## config.mk

```make
export PLATFORM = sky130hd
export DESIGN_NAME = bounded_deque_flat
export DESIGN_NICKNAME = d
export VERILOG_FILES = /design/src/rtl/core/bd_pkg.sv /design/src/rtl/core/bd_if.sv /design/src/rtl/core/bd_ctrl.sv /design/src/rtl/core/bd_dp.sv /design/src/rtl/core/bounded_deque.sv /design/src/flat_wrapper.sv
export SDC_FILE = /design/constraint.sdc
export NUM_CORES = 1
export LEC_CHECK = 0
export BUFFER_PORTS_ARGS = -buffer_cell sky130_fd_sc_hd__buf_4
export CORE_ASPECT_RATIO = 2
export CORE_MARGIN = 2
export CORE_UTILIZATION = 40
export CTS_BUF_LIST = sky130_fd_sc_hd__clkbuf_8
export DETAILED_ROUTE_END_ITERATION = 8
export GPL_ROUTABILITY_DRIVEN = 1
export PLACE_DENSITY_LB_ADDON = 0.05
export SLEW_MARGIN = 20
export SYNTH_ARGS = -nofsm -noshare
export SYNTH_HDL_FRONTEND = slang
export SYNTH_SLANG_ARGS = --single-unit
```

## constraint.sdc

```tcl
create_clock -name clk -period 5.84 [get_ports clk]
set_input_delay 0 -clock clk [delete_from_list [all_inputs] [get_ports clk]]
set_output_delay 0 -clock clk [all_outputs]
set_load 0.02 [all_outputs]
```

## src/rtl/core/bd_pkg.sv

```systemverilog
// Shared types and codes for the bounded deque.
`default_nettype none

package bd_pkg;

  typedef enum logic [1:0] {
    ACT_PUSH_REAR  = 2'd0,
    ACT_PUSH_FRONT = 2'd1,
    ACT_POP_REAR   = 2'd2,
    ACT_POP_FRONT  = 2'd3
  } action_t;

  typedef enum logic [1:0] {
    ST_OK    = 2'd0,
    ST_FULL  = 2'd1,
    ST_EMPTY = 2'd2
  } status_t;

  localparam int unsigned WORD_W = 32;
  localparam int unsigned OCC_W  = 4;

  // controller -> datapath
  typedef struct packed {
    logic take;      // latch the input beat
    logic commit;    // apply the latched action to the ring
    logic load;      // load the result register
    logic from_mem;  // result carries the popped word from the read port
  } cmd_t;

  // datapath -> controller
  typedef struct packed {
    logic pop_ok;    // latched action is a pop that will succeed
  } sts_t;

endpackage

`default_nettype wire

```

## src/rtl/core/bd_if.sv

```systemverilog
// Valid/ready channel interfaces for the deque's input and result beats.
`default_nettype none

interface bd_in_if;
  logic        valid;
  logic        ready;
  logic [1:0]  action;
  logic signed [31:0] data_in;

  modport source (output valid, output action, output data_in, input ready);
  modport sink   (input valid, input action, input data_in, output ready);
endinterface

interface bd_out_if;
  logic        valid;
  logic        ready;
  logic [1:0]  status;
  logic signed [31:0] data_out;
  logic [3:0]  occupancy;

  modport source (output valid, output status, output data_out, output occupancy,
                  input ready);
  modport sink   (input valid, input status, input data_out, input occupancy,
                  output ready);
endinterface

`default_nettype wire

```

## src/rtl/core/bd_ctrl.sv

```systemverilog
// Sequencing state machine for the deque: accept, execute, read, respond.
`default_nettype none

module bd_ctrl (
  input  wire logic        clk,
  input  wire logic        rst_n,
  input  wire logic        in_valid,
  output logic             in_ready,
  output logic             out_valid,
  input  wire logic        out_ready,
  input  wire bd_pkg::sts_t sts,
  output bd_pkg::cmd_t     cmd
);

  typedef enum logic [1:0] {
    S_IDLE,
    S_EXEC,
    S_READ
  } state_t;

  state_t state_r, state_nxt;
  logic   out_valid_r, out_valid_nxt;
  logic   out_free;

  assign out_free  = !out_valid_r || out_ready;
  assign in_ready  = (state_r == S_IDLE);
  assign out_valid = out_valid_r;

  always_comb begin
    state_nxt    = state_r;
    cmd          = '0;
    cmd.take     = in_valid && (state_r == S_IDLE);
    case (state_r)
      S_IDLE: begin
        if (in_valid) begin
          state_nxt = S_EXEC;
        end
      end
      S_EXEC: begin
        if (sts.pop_ok) begin
          // issue the read and move the pointers; the word lands next cycle
          cmd.commit = 1'b1;
          state_nxt  = S_READ;
        end else if (out_free) begin
          cmd.commit = 1'b1;
          cmd.load   = 1'b1;
          state_nxt  = S_IDLE;
        end
      end
      S_READ: begin
        if (out_free) begin
          cmd.load     = 1'b1;
          cmd.from_mem = 1'b1;
          state_nxt    = S_IDLE;
        end
      end
      default: begin
        state_nxt = S_IDLE;
      end
    endcase
  end

  always_comb begin
    out_valid_nxt = out_valid_r;
    if (cmd.load) begin
      out_valid_nxt = 1'b1;
    end else if (out_ready) begin
      out_valid_nxt = 1'b0;
    end
  end

  always_ff @(posedge clk) begin
    if (!rst_n) begin
      state_r     <= S_IDLE;
      out_valid_r <= 1'b0;
    end else begin
      state_r     <= state_nxt;
      out_valid_r <= out_valid_nxt;
    end
  end

endmodule

`default_nettype wire

```

## src/rtl/core/bd_dp.sv

```systemverilog
// Ring datapath for the deque: slot memory, head pointer, count, result register.
`default_nettype none

module bd_dp #(
  parameter int unsigned DEPTH = 8
) (
  input  wire logic               clk,
  input  wire logic               rst_n,
  input  wire bd_pkg::cmd_t       cmd,
  output bd_pkg::sts_t            sts,
  input  wire logic [1:0]         in_action,
  input  wire logic signed [31:0] in_data_in,
  output logic [1:0]              out_status,
  output logic signed [31:0]      out_data_out,
  output logic [3:0]              out_occupancy
);

  localparam int unsigned AW = $clog2(DEPTH);
  localparam int unsigned CW = $clog2(DEPTH + 1);
  localparam logic [CW:0]   DEPTH_EXT = (CW + 1)'(DEPTH);
  localparam logic [CW-1:0] FULL_CNT  = CW'(DEPTH);
  localparam logic [AW-1:0] LAST_IDX  = AW'(DEPTH - 1);

  logic [bd_pkg::WORD_W-1:0] mem [DEPTH];
  logic [bd_pkg::WORD_W-1:0] rdata_r;

  bd_pkg::action_t           act_r;
  logic [bd_pkg::WORD_W-1:0] word_r;
  logic [AW-1:0]             head_r, head_nxt;
  logic [CW-1:0]             count_r, count_nxt;

  logic [1:0]                res_status_r;
  logic [bd_pkg::WORD_W-1:0] res_data_r;
  logic [3:0]                res_occ_r;

  logic          is_pop, is_front, full, empty, refused;
  logic [CW-1:0] offset;
  logic [CW:0]   sum, wrapped;
  logic [AW-1:0] rear_pos, head_dec, head_inc;
  logic [AW-1:0] wr_addr, rd_addr;
  logic          we, re;
  logic [CW+3:0] occ_wide;
  logic [1:0]    exec_status;

  assign is_pop   = (act_r == bd_pkg::ACT_POP_REAR) || (act_r == bd_pkg::ACT_POP_FRONT);
  assign is_front = (act_r == bd_pkg::ACT_PUSH_FRONT) || (act_r == bd_pkg::ACT_POP_FRONT);
  assign full     = (count_r == FULL_CNT);
  assign empty    = (count_r == '0);
  assign refused  = is_pop ? empty : full;
  assign sts.pop_ok = is_pop && !empty;

  // rear slot: head + count for a push, head + count - 1 for a pop, mod DEPTH
  always_comb begin
    offset   = is_pop ? (count_r - CW'(1)) : count_r;
    sum      = (CW + 1)'(head_r) + (CW + 1)'(offset);
    wrapped  = (sum >= DEPTH_EXT) ? (sum - DEPTH_EXT) : sum;
    rear_pos = wrapped[AW-1:0];
    head_dec = (head_r == '0) ? LAST_IDX : (head_r - AW'(1));
    head_inc = (head_r == LAST_IDX) ? '0 : (head_r + AW'(1));
  end

  always_comb begin
    head_nxt = head_r;
    count_nxt = count_r;
    wr_addr  = rear_pos;
    rd_addr  = rear_pos;
    we       = 1'b0;
    re       = 1'b0;
    if (cmd.commit && !refused) begin
      case (act_r)
        bd_pkg::ACT_PUSH_REAR: begin
          we        = 1'b1;
          count_nxt = count_r + CW'(1);
        end
        bd_pkg::ACT_PUSH_FRONT: begin
          we        = 1'b1;
          wr_addr   = head_dec;
          head_nxt  = head_dec;
          count_nxt = count_r + CW'(1);
        end
        bd_pkg::ACT_POP_REAR: begin
          re        = 1'b1;
          count_nxt = count_r - CW'(1);
        end
        bd_pkg::ACT_POP_FRONT: begin
          re        = 1'b1;
          rd_addr   = head_r;
          head_nxt  = head_inc;
          count_nxt = count_r - CW'(1);
        end
        default: begin
          we = 1'b0;
        end
      endcase
    end
  end

  // occupancy field is four bits wide; keep its low bits
  assign occ_wide = (CW + 4)'(count_nxt);

  always_comb begin
    exec_status = bd_pkg::ST_OK;
    if (refused) begin
      exec_status = is_front ? (is_pop ? bd_pkg::ST_EMPTY : bd_pkg::ST_FULL)
                             : (is_pop ? bd_pkg::ST_EMPTY : bd_pkg::ST_FULL);
    end
  end

  always_ff @(posedge clk) begin
    if (we) begin
      mem[wr_addr] <= word_r;
    end
    if (re) begin
      rdata_r <= mem[rd_addr];
    end
  end

  always_ff @(posedge clk) begin
    if (cmd.take) begin
      act_r  <= bd_pkg::action_t'(in_action);
      word_r <= in_data_in;
    end
    if (cmd.load) begin
      if (cmd.from_mem) begin
        res_status_r <= bd_pkg::ST_OK;
        res_data_r   <= rdata_r;
      end else begin
        res_status_r <= exec_status;
        res_data_r   <= '0;
      end
      res_occ_r <= occ_wide[3:0];
    end
  end

  always_ff @(posedge clk) begin
    if (!rst_n) begin
      head_r  <= '0;
      count_r <= '0;
    end else begin
      head_r  <= head_nxt;
      count_r <= count_nxt;
    end
  end

  assign out_status    = res_status_r;
  assign out_data_out  = res_data_r;
  assign out_occupancy = res_occ_r;

endmodule

`default_nettype wire

```

## src/rtl/core/bounded_deque.sv

```systemverilog
// Top level of the bounded deque: controller and ring datapath on two channels.
//
// Fixed-capacity double-ended queue of signed 32-bit words held in a ring of
// DEPTH slots with a head pointer and a fill count. Each input beat on in_ch
// carries an action (push rear, push front, pop rear, pop front) and a word;
// each accepted beat yields exactly one result beat on out_ch with a status
// (ok, full, empty), the popped word (zero otherwise) and the low four bits
// of the occupancy after the action.
// Timing: a push or a refused action is latched when the input beat is
// accepted and its result is loaded in the execute step; a successful pop
// first reads its slot through the memory's registered read port and is
// loaded in the read step. One item is in flight at a time, so the block
// does not take a new input beat before the previous item is loaded.
// The next input beat is taken as soon as the previous item has been loaded
// into the result register, even while that result is still waiting; if the
// receiver stalls, the new item holds in execute (a successful pop reads its
// slot first and holds in the read step) until the result register frees up,
// and in_ch.ready stays low meanwhile.
// Reset (rst_n low, synchronous) empties the deque and drops any pending
// result; slot contents are not cleared and are only read after a push.
`default_nettype none

module bounded_deque #(
  parameter int unsigned DEPTH = 8
) (
  input wire logic clk,
  input wire logic rst_n,
  bd_in_if.sink    in_ch,
  bd_out_if.source out_ch
);

  bd_pkg::cmd_t cmd;
  bd_pkg::sts_t sts;

  // sequencing: hand off beats, gate the result register on the receiver
  bd_ctrl u_ctrl (
    .clk       (clk),
    .rst_n     (rst_n),
    .in_valid  (in_ch.valid),
    .in_ready  (in_ch.ready),
    .out_valid (out_ch.valid),
    .out_ready (out_ch.ready),
    .sts       (sts),
    .cmd       (cmd)
  );

  // ring storage, pointers and result payload
  bd_dp #(
    .DEPTH (DEPTH)
  ) u_dp (
    .clk           (clk),
    .rst_n         (rst_n),
    .cmd           (cmd),
    .sts           (sts),
    .in_action     (in_ch.action),
    .in_data_in    (in_ch.data_in),
    .out_status    (out_ch.status),
    .out_data_out  (out_ch.data_out),
    .out_occupancy (out_ch.occupancy)
  );

endmodule

`default_nettype wire

```

## src/flat_wrapper.sv

```systemverilog
// flat-port wrapper written by rule: the top's interface ports become plain ports
module bounded_deque_flat 
#(
  parameter int unsigned DEPTH = 8
)
  (clk, rst_n, in_ch_valid, in_ch_action, in_ch_data_in, in_ch_ready, out_ch_valid, out_ch_status, out_ch_data_out, out_ch_occupancy, out_ch_ready);
  bd_in_if in_ch_i ();
  bd_out_if out_ch_i ();
  input wire logic clk;
  input wire logic rst_n;
  input wire logic [$bits(in_ch_i.valid)-1:0] in_ch_valid;
  input wire logic [$bits(in_ch_i.action)-1:0] in_ch_action;
  input wire logic [$bits(in_ch_i.data_in)-1:0] in_ch_data_in;
  output wire logic [$bits(in_ch_i.ready)-1:0] in_ch_ready;
  output wire logic [$bits(out_ch_i.valid)-1:0] out_ch_valid;
  output wire logic [$bits(out_ch_i.status)-1:0] out_ch_status;
  output wire logic [$bits(out_ch_i.data_out)-1:0] out_ch_data_out;
  output wire logic [$bits(out_ch_i.occupancy)-1:0] out_ch_occupancy;
  input wire logic [$bits(out_ch_i.ready)-1:0] out_ch_ready;
  assign in_ch_i.valid = in_ch_valid;
  assign in_ch_i.action = in_ch_action;
  assign in_ch_i.data_in = in_ch_data_in;
  assign in_ch_ready = in_ch_i.ready;
  assign out_ch_valid = out_ch_i.valid;
  assign out_ch_status = out_ch_i.status;
  assign out_ch_data_out = out_ch_i.data_out;
  assign out_ch_occupancy = out_ch_i.occupancy;
  assign out_ch_i.ready = out_ch_ready;
  bounded_deque #(.DEPTH(DEPTH)) u_core (.clk(clk), .rst_n(rst_n), .in_ch(in_ch_i), .out_ch(out_ch_i));
endmodule
```

==> summary.txt, run 1 <==
Worst setup path
  – WP data required: slightly above 6 ns
  – CP Cell Sequence: clkinv_1 -> ha_1 -> ha_1 -> fa_1 -> xnor2_1 -> xnor3_4 -> a21o_4 -> buf_12 -> a2111oi_0 -> a2111oi_1
  – Most common cell on crit path: ha_1
  – Largest fanout on the critical path: 72
  – Setup CP Type: reg -> reg
  – Crit-path slowest cell: a21o_4
  – Crit path launch type: flip-flop
  – Slowest stage delay, CP: between 0.7 and 0.8 ns
  – CP arrival: 4.95 ns
  – CP Capture Type: flip-flop

Timing
  – Minimum clock period: roughly 4.6 ns
  – FMAX: about 220 MHz
  – Final Hold Fails: 0
  – Max-slew headroom: roughly a third
  – Unrepaired setup endpoints after global routing: false
  – Max Slew Vio Count: 0
  – Setup TNS: 0 ns
  – Least-Margin Pin Slew: 1.01 ns
  – Period utilisation layout: between 70% and 80%
  – Worst Skew: about 0.021 ns
  – Setup violations, final: 0

Place
  – PortBufs: 77
  – Dpl cell area: about 16000 um^2
  – Post-DP HPWL: 19000 um
  – RD Place Congestion: just over 0.7

Detailed routing
  – Drt first-iter violations: 532
  – 1st-pass router iterations: 5
  – Via density: roughly 5.5
  – Routed WL: about 36000 um
  – Antenna Nets Post-Route: 0
  – Via Count: 8604
  – Drc violations: 0
  – Wirelength per Cell: 23.1 um

Flow run
  – Max Cap Violations: 0

GRT
  – First-pass GRT wire length: 55300 um
  – Pin count of the biggest net entering global routing: between 90 and 100
  – Number of global-route vias before repair: between 9000 and 10000
  – Grt total ovfl: 0
  – GRT Total Usage: 18.6%
  – Initial antenna violation count: 1

Clock tree
  – Latest clock arrival within the worst-skew pair: slightly above 0.6 ns
  – Clock Path Buffers: 3
  – CTS tree: done
  – CTS clock-pin slew for the worst setup and hold paths: roughly 0.070 ns
  – PostCTS Resize Cnt: 0
  – Clock root buffer: clkbuf_8
  – TritonCTS Buffers: 53
  – Clock Sinks: 370
  – H-tree levels: 2

Layout
  – Share of layout cells above drive strength 1: 21.9%
  – Area growth syn-to-layout: 16.0%
  – Footprint of the multi-input gates: 3570 um^2
  – Final-layout fill cell count: ~3300
  – Commonest non-fill, non-tap cell in the layout: edfxtp_1
  – Post-layout util: a little under half
  – Most frequent cells in the layout: edfxtp_1 (360), a211oi_1 (161), inv_1 (124)
  – Nets: between 1000 and 1500
  – FF+latch area: 11000 um^2
  – Final instance area: between 15000 and 20000 um^2

Logic synthesis
  – Flops & latches, synth: 370
  – Library cells used by synthesis: 52
  – Cells after Synth: approximately 950
  – Syn nets: 999
  – Syn. warnings: 0
  – Register area share after synthesis: between 70% and 80%
  – Synthesized cell area: around 15000 um^2
  – Syn Area/Cell: between 15 and 20 um^2

Min path
  – Worst min path class: in -> reg

Pwr
  – Total power: around 5900 uW
  – Comb pwr share: between 15 and 20%
  – Flop pwr share: 51.9%
  – Clk pwr share: roughly 31%
  – Sw frac: between 20% and 30%
  – P_leak: 0.00615 uW
  – Power per cell area: around 340 nW/um^2
  – Maximum vdd ir drop: roughly 0.17 mV
  – Internal power: around 4300 uW
  – P_sw: around 1700 uW

Die
  – Initial Util: between 40% and 50%
  – Chip width: 142 um
  – Die Ht: 280 um
  – Die ar.: between 30000 and 40000 um^2
  – Io pins: approximately 80
  – CORE AREA: between 30000 and 40000 um^2
  – Core Rows: just over 100

Run status
  – Status: finished, final reports clean
flip-flops by register name, indices dropped and copies added, names as in the netlist:
name	count
u_core.u_dp.act_r	2
u_core.u_dp.head_r	3
u_core.u_dp.out_occupancy	4
u_core.u_dp.count_r	4
u_core.u_dp.word_r	32
u_core.u_dp.out_data_out	32
u_core.u_ctrl.out_valid	1
u_core.u_ctrl.state_r	2
u_core.u_dp.out_status	2
u_core.u_dp.mem	256
u_core.u_dp.rdata_r	32
repair_timing:
item,CTS,global route
setup buffers,0,0
endpoints found under the hold margin,44,0
hold buffers,36,0
cell families (layout without fill, tap and decap cells):
family | after synthesis | count (layout) | synth area share [%]
compound gates | 257 | 257 | 15.2
xor+xnor | 7 | 7 | 0.494
fa+ha+maj | 14 | 14 | 1.20
buf+inv | 174 | 337 | 4.82
flops | 370 | 370 | 72.5
mux | 35 | 35 | 2.31
other cells | 0 | 1 | 0
simple gates | 90 | 90 | 3.51
metal layers:
metal / share of wire [%] / vias up / wire length [um] / track usage, %
li1: - / 4012 / - / -
met1: 42 / 4378 / 15100 / 22.5
met2: 53 / 154 / 19300 / 34.1
met3: 3.0 / 60 / 1080 / 2.62
met4: 2.3 / 0 / 841 / 5.74
met5: 0 / - / 0 / 0
cell type report:
cell class,instances,share of cell area [%]
flip-flops and latches,370,62.5
multi-input cells,403,20.3
repair buffers,139,6.52
clock buffers,54,4.22
well taps,463,3.29
inverters,104,2.22
clock inverters,40,0.994
diodes,1,0.0142
through the flow:
stage,setup slack [ns],hold WS (ns),cells
floorplan,0.467,0.0989,947
global placement,1.33,0.178,1443
detailed placement,1.24,0.179,1443
CTS,1.20,0.0550,1573
global route,0.898,0.0693,1574
finish,1.28,0.0952,1574
synth_stat cells (all sizes together):
cell type / n / area [um^2]
mux2i: 34 / 340
nor4: 1 / 6.26
o2111ai: 1 / 8.76
a211o: 1 / 8.76
a21o: 2 / 15.0
clkbuf: 41 / 154
o211a: 1 / 10.0
fa: 1 / 20.0
a2bb2oi: 1 / 15.0
nand3: 2 / 10.0
nand2: 6 / 25.0
or3b: 2 / 20.0
a21oi: 7 / 35.0
o21ai: 10 / 50.1
o21a: 1 / 7.51
o32ai: 1 / 8.76
nor4b: 1 / 8.76
a211oi: 161 / 1210
mux2: 1 / 11.3
nor2: 8 / 30.0
nor2b: 2 / 12.5
xor2: 4 / 35.0
nand4: 1 / 6.26
and3: 36 / 225
or4: 1 / 7.51
o211ai: 2 / 20.0
nor3b: 1 / 12.5
nand2b: 6 / 37.5
edfxtp: 360 / 10800
dfxtp: 10 / 200
xnor2: 2 / 17.5
inv: 103 / 387
and2: 9 / 56.3
buf: 29 / 188
xnor3: 1 / 22.5
a2111oi: 64 / 876
o221a: 1 / 11.3
nor3: 14 / 75.1
a21boi: 4 / 30.0
clkinv: 1 / 3.75
ha: 13 / 163
path summary, 6_finish.rpt:
check / to / cells past startpoint / start / slack, ns
worst min-delay path: u_core.u_dp.word_r[16] / 2 / in_ch_data_in[16] / 0.1
worst min register to register: u_core.u_ctrl.state_r[1] / 2 / u_core.u_ctrl.state_r[1] / 0.52
worst max register to register: u_core.u_dp.rdata_r[0] / 10 / u_core.u_dp.act_r[1] / 1.28
worst max-delay path: u_core.u_dp.rdata_r[0] / 10 / u_core.u_dp.act_r[1] / 1.28
worst max-delay path: cells and delay by family (launching register included):
kind / cells / cell delay [ns]
AO/OA/AOI/OAI: 3 / 1.33
adder cells (fa/ha/maj): 3 / 0.99
flip-flops: 1 / 0.72
buffers and inverters: 2 / 0.71
XOR/XNOR: 2 / 0.44
power groups by stage:
| stage | logic (uW) | registers (uW) | clock network (uW) |
|---|---|---|---|
| final | 1010 | 3070 | 1830 |
| after global routing | 1110 | 3080 | 2000 |
| after CTS | 1040 | 3070 | 1900 |
| after detailed placement | 1020 | 3130 | 0 |
| after global placement | 998 | 3130 | 0 |
| after floorplan | 721 | 3120 | 0 |
(Power assumes the default switching activity.)
==> run 2: changes to the inputs <==
--- a/config.mk
+++ b/config.mk
@@ -5,6 +5,7 @@
 export SDC_FILE = /design/constraint.sdc
 export NUM_CORES = 1
 export LEC_CHECK = 0
+export ABC_AREA = 1
 export BUFFER_PORTS_ARGS = -buffer_cell sky130_fd_sc_hd__buf_4
 export CORE_ASPECT_RATIO = 2
 export CORE_MARGIN = 2
==> constraint.sdc (replaced) <==
create_clock -name clk -period 4.1 [get_ports clk]
set_input_delay 0 -clock clk [delete_from_list [all_inputs] [get_ports clk]]
set_output_delay 0 -clock clk [all_outputs]
set_load 0.02 [all_outputs]
==> summary.txt, run 2 <==
Run status
  – Status: finished, final reports clean

Detailed routing
  – Drc violations: 0
  – Via density: around 4.7
  – Routed WL: 37400 um
  – Drt first-iter violations: between 400 and 500
  – Via Count: around 10000
  – Antenna Nets Post-Route: 0
  – 1st-pass router iterations: 4
  – Wirelength per Cell: 17.3 um

Logic synthesis
  – Area leader, netlist: edfxtp_1
  – Register area share after synthesis: approximately 69%
  – Post-synth top area share: between 60% and 70%
  – Library cells used by synthesis: 32
  – Asr flop ratio synth: 0%
  – Syn nets: 1513
  – EDFF count, synth: 360
  – Synthesized cell area: 15900 um^2
  – Primary FF master, synth: edfxtp_1
  – Cells after Synth: roughly 1500
  – Leading cell type by number of instances after synthesis: edfxtp_1
  – Top post-synthesis cells by area: edfxtp_1 (68%), nand3_1 (8.3%), nand2_1 (7.7%)
  – Synth top cells by count: edfxtp_1 (360), nand2_1 (327), inv_1 (314), nand3_1 (262), nor2_1 (51)
  – Flops & latches, synth: 370
  – Syn Area/Cell: roughly 11 um^2
  – Syn. warnings: 0

GRT
  – GRT Total Usage: between 10% and 20%
  – Number of global-route vias before repair: between 10000 and 15000
  – First-pass GRT wire length: ~58000 um
  – Grt total ovfl: 0
  – Pin count of the biggest net entering global routing: approximately 130
  – Initial antenna violation count: 1

Timing
  – Max-slew headroom: 31.0%
  – Unrepaired setup endpoints after global routing: false
  – Max Slew Vio Count: 0
  – Setup TNS: 0 ns
  – FMAX: roughly 290 MHz
  – Period utilisation layout: around 85%
  – Minimum clock period: ~3.5 ns
  – Least-Margin Pin Slew: between 1 and 1.5 ns
  – Setup violations, final: 0
  – Worst Skew: between 0.015 and 0.02 ns
  – Final Hold Fails: 0

Layout
  – Share of layout cells above drive strength 1: 12.2%
  – Final-layout fill cell count: about 3600
  – Area growth syn-to-layout: 17.1%
  – Most flop-heavy register: u_core.u_dp.mem
  – Nets: roughly 1600
  – Most frequent cells in the layout: edfxtp_1 (360), inv_1 (336), nand2_1 (326)
  – Commonest non-fill, non-tap cell in the layout: edfxtp_1
  – FF+latch area: roughly 11000 um^2
  – Footprint of the multi-input gates: between 3000 and 4000 um^2
  – Final std cells w/o fill: about 2200
  – Final instance area: between 15000 and 20000 um^2
  – Max FFs per register: 256

Worst setup path
  – WP data required: between 4 and 5 ns
  – Most common cell on crit path: ha_1
  – Slowest stage delay, CP: approximately 0.60 ns
  – Crit path launch type: flip-flop
  – Worst R2R Setup Slack: 0.61 ns
  – FF-to-FF path depth: 11
  – CP arrival: between 3 and 4 ns
  – Worst Path Buf+Inv: 3
  – RR Startpoint: u_core.u_dp.act_r[1]
  – Top cell family by delay on the critical path: adder cells
  – Largest fanout on the critical path: 15
  – Crit-path slowest cell: edfxtp_1
  – Reg2Reg Capture Point: u_core.u_dp.mem[4][21]
  – Setup CP Type: reg -> reg
  – CP Cell Sequence: inv_2 -> ha_1 -> ha_1 -> fa_1 -> xnor2_1 -> xor2_1 -> inv_1 -> o21ai_0 -> nand3_1 -> nor2_4 -> buf_12
  – CP Capture Type: flip-flop

Clock tree
  – CTS tree: done
  – TritonCTS Buffers: 55
  – Clock root buffer: clkbuf_8
  – Latest clock arrival within the worst-skew pair: ~0.6 ns
  – Setup Buffers After CTS: 0
  – PostCTS Resize Cnt: 0
  – H-tree levels: 2
  – CTS clock-pin slew for the worst setup and hold paths: 0.07 ns
  – Clock Path Buffers: 3
  – Clock Sinks: 370

Flow run
  – Max Cap Violations: 0

Die
  – Io pins: just under 80
  – CORE AREA: approximately 39000 um^2
  – Initial Util: 40.3%
  – Chip width: around 140 um
  – Core Rows: about 100
  – Die ar.: 41400 um^2
  – Die Ht: approximately 290 um

Pwr
  – Maximum vdd ir drop: 0.283 mV
  – P_leak: a little over 0.008 uW
  – Power per cell area: between 500 and 600 nW/um^2

Place
  – PortBufs: 77
  – RD Place Congestion: roughly 0.78
  – Placed Instances: 2024
  – Dpl cell area: 17200 um^2
  – Post-DP HPWL: between 20000 and 25000 um

Min path
  – WHS Path Cells: 2
  – Hold Path Sink: u_core.u_dp.word_r[1]
  – Worst min path class: in -> reg
  – Hold Path Origin: in_ch_data_in[1]
## run 2: power breakdown
group	internal [uW]	switching [uW]	leakage, uW
logic	790	1750	0.00417
clock network	1310	1420	0.000591
registers	4420	97.1	0.00338
total	6520	3270	0.00814
## run 2: how the worst max path moves through the flow
stage                               from                endpoint  slack (ns)  cells after the start
finish              u_core.u_dp.act_r[1]  u_core.u_dp.mem[4][21]        0.61                     11
CTS                 u_core.u_dp.act_r[1]   u_core.u_dp.mem[4][0]        0.60                     11
detailed placement  u_core.u_dp.act_r[1]  u_core.u_dp.mem[4][24]        0.61                     11
floorplan           u_core.u_dp.act_r[1]   u_core.u_dp.mem[4][0]        0.18                     11
global route        u_core.u_dp.act_r[1]  u_core.u_dp.mem[4][21]        0.34                     11
global placement    u_core.u_dp.act_r[1]  u_core.u_dp.mem[4][23]        0.58                     11
## run 2: kinds of logic after synthesis
family / Yosys count / synth area share [%]
adders and majority gates: 14 / 1.15
xor gates and xnor gates: 4 / 0.221
DFF: 370 / 69.4
and+or+nand+nor: 659 / 18.2
AOI/OAI and AO/OA: 30 / 1.06
buffers and inverters: 384 / 9.97
## run 2: what timing repair did
item                                   CTS  global route
hold buffers                            39             0
endpoints found under the hold margin   44             0
setup endpoints to repair                0             0
## run 2: layout make-up
cell class | instances | area share [%]
Inverter | 318 | 6.45
Antenna cell | 1 | 0.0135
Multi-Input combinational cell | 707 | 18.0
Clock inverter | 43 | 0.970
Sequential cell | 370 | 59.3
Clock buffer | 58 | 4.30
Timing Repair Buffer | 143 | 7.39
Tap cell | 525 | 3.54
## run 2: metrics by stage
stage | setup slack (ns) | util, % | hold WS, ns | total power (uW)
detailed placement | 0.610 | 43.7 | 0.179 | 7160
finish | 0.612 | 47.2 | 0.0982 | 9790
global route | 0.335 | 47.2 | 0.0823 | 10400
floorplan | 0.179 | - | 0.0989 | 6370
CTS | 0.603 | 47.2 | 0.0619 | 9950
global placement | 0.582 | 43.7 | 0.178 | 7140
## run 2: per-layer routing
layer / vias to the layer above / part of all wire (%) / track usage [%]
met3: 75 / 3.6 / 2.59
met2: 206 / 54 / 34.2
met4: 0 / 3.2 / 7.11
met1: 4841 / 40 / 21.5
li1: 4992 / - / -
met5: - / 0 / 0
==> run 3: changes to the inputs <==
--- a/config.mk
+++ b/config.mk
@@ -13,7 +13,6 @@
 export CTS_BUF_LIST = sky130_fd_sc_hd__clkbuf_8
 export DETAILED_ROUTE_END_ITERATION = 8
 export GPL_ROUTABILITY_DRIVEN = 1
-export PLACE_DENSITY_LB_ADDON = 0.05
 export SLEW_MARGIN = 20
 export SYNTH_ARGS = -nofsm -noshare
 export SYNTH_HDL_FRONTEND = slang
==> summary.txt, run 3 (synthesized netlist as in run 2, its figures left out) <==
Die
  – Io pins: 78
  – Die Ht: between 200 and 300 um
  – Initial Util: between 40 and 50%
  – Die ar.: 41400 um^2
  – Chip width: around 140 um
  – CORE AREA: just under 40000 um^2
  – Core Rows: just over 100

Layout
  – Nets: approximately 1600
  – Share of layout cells above drive strength 1: 12.0%
  – Max FFs per register: 256
  – Final-layout fill cell count: ~3600
  – Most flop-heavy register: u_core.u_dp.mem
  – Commonest non-fill, non-tap cell in the layout: edfxtp_1
  – Area growth syn-to-layout: 16.7%
  – Most frequent cells in the layout: edfxtp_1 (360), inv_1 (329), nand2_1 (325)

Detailed routing
  – Via density: ~4.8
  – Drc violations: 0
  – Wirelength per Cell: roughly 16 um
  – Via Count: around 10000
  – Routed WL: about 35000 um
  – Drt first-iter violations: 568
  – Antenna Nets Post-Route: 0
  – 1st-pass router iterations: 4

Worst setup path
  – CP Capture Point: u_core.u_dp.mem[5][19]
  – Reg2Reg Capture Point: u_core.u_dp.mem[5][19]
  – RR Startpoint: u_core.u_dp.act_r[1]
  – Setup CP Type: reg -> reg
  – Worst R2R Setup Slack: 0.62 ns
  – Largest fanout on the critical path: 23
  – FF-to-FF path depth: 11
  – Crit path launch type: flip-flop
  – Crit path from: u_core.u_dp.act_r[1]
  – CP arrival: 3.74 ns
  – CP Capture Type: flip-flop
  – WP data required: about 4.4 ns

Clock tree
  – CTS clock-pin slew for the worst setup and hold paths: around 0.070 ns
  – Clock Path Buffers: 3
  – Clock Sinks: 370
  – Latest clock arrival within the worst-skew pair: 0.62 ns
  – Clock root buffer: clkbuf_8
  – CTS tree: done
  – H-tree levels: 2
  – TritonCTS Buffers: ~50

Timing
  – Final Hold Fails: 0
  – Final setup margin: 0.615 ns
  – Max-slew headroom: between 20 and 30%
  – Least-Margin Pin Slew: about 1.1 ns
  – Setup TNS: 0 ns
  – FMAX: approximately 290 MHz
  – Worst Skew: just under 0.03 ns
  – Minimum clock period: roughly 3.5 ns
  – Max Slew Vio Count: 0
  – Period utilisation layout: ~85%
  – Setup violations, final: 0
  – Unrepaired setup endpoints after global routing: false

Place
  – PortBufs: 77
  – Post-DP HPWL: approximately 19000 um
  – RD Place Congestion: slightly above 0.8
  – Pre-CTS WS: about 0.62 ns

Min path
  – Worst min path class: in -> reg

Flow run
  – Max Cap Violations: 0

GRT
  – First-pass GRT wire length: 55400 um
  – Number of global-route vias before repair: between 10000 and 15000
  – GRT Total Usage: between 10% and 20%
  – Initial antenna violation count: 1
  – Pin count of the biggest net entering global routing: ~130
  – Grt total ovfl: 0

Run status
  – Status: finished, final reports clean

Pwr
  – P_leak: ~0.0081 uW
  – Power per cell area: between 500 and 600 nW/um^2
  – Maximum vdd ir drop: approximately 0.23 mV
run 3: changes by cell type in the layout (fill, tap and decap cells not counted), sizes merged:
cell / change
clkbuf: -7
buf: -5
bufinv: +5
inv: -5
run 3: routing by layer:
metal	track usage, %	wire [um]	up-vias
li1	-	-	4980
met1	18.5	12800	4936
met2	33.8	19700	244
met3	2.43	1500	94
met4	8.13	1390	0
met5	0	0	-
run 3: final cells by class:
cell class | count | area [um^2] | area share, %
well taps | 525 | 657 | 3.55
flip-flops and latches | 370 | 11000 | 59.5
clock buffers | 51 | 702 | 3.79
diodes | 1 | 2.50 | 0.0135
inverters | 318 | 1200 | 6.46
multi-input cells | 707 | 3360 | 18.1
clock inverters | 43 | 324 | 1.75
repair buffers | 138 | 1260 | 6.80
run 3: critical path, stage by stage (launching register included):
cell,delay (ns)
edfxtp_1,0.60
inv_2,0.16
ha_1,0.33
ha_1,0.22
fa_1,0.41
xnor2_1,0.20
xor2_1,0.23
inv_1,0.06
o21ai_0,0.14
nand3_1,0.25
nor2_4,0.15
buf_4,0.37
run 3: timing repair:
item	in CTS	in global routing
hold buffers	39	0
endpoints found under the setup margin	0	0
hold endpoints to repair	44	0
resized for setup	0	0
setup buffers	0	0
run 3: metrics by stage:
stage               util [%]  total power, uW  area (um^2)  instances  hold WS (ns)
CTS                     47.1             9970        18500       2152        0.0593
global placement        43.5             6990        17100       2019         0.179
floorplan                  -             6370        15900       1461        0.0989
global route            47.1            10400        18500       2153        0.0697
detailed placement      43.5             7040        17100       2019         0.179
finish                  47.1             9840        18500       2153        0.0935
run 3: how the worst min path moves through the flow:
| stage | start | to | slack, ns | depth (start not counted) |
|---|---|---|---|---|
| 5_1_grt | in_ch_data_in[9] | u_core.u_dp.word_r[9] | 0.07 | 2 |
| 3_3_place_gp | in_ch_data_in[24] | u_core.u_dp.word_r[24] | 0.18 | 1 |
| 2_1_floorplan | in_ch_action[0] | u_core.u_dp.act_r[0] | 0.1 | 0 |
| 6_report | in_ch_data_in[0] | u_core.u_dp.word_r[0] | 0.09 | 2 |
| 3_5_place_dp | in_ch_data_in[4] | u_core.u_dp.word_r[4] | 0.18 | 1 |
| 4_1_cts | in_ch_data_in[0] | u_core.u_dp.word_r[0] | 0.06 | 2 |
run 3: where the power goes:
group	internal (uW)	switching [uW]	leakage [uW]
combinational	755	1680	0.00412
clock	1490	1400	0.000586
sequential	4420	95.0	0.00338
total	6670	3170	0.00809
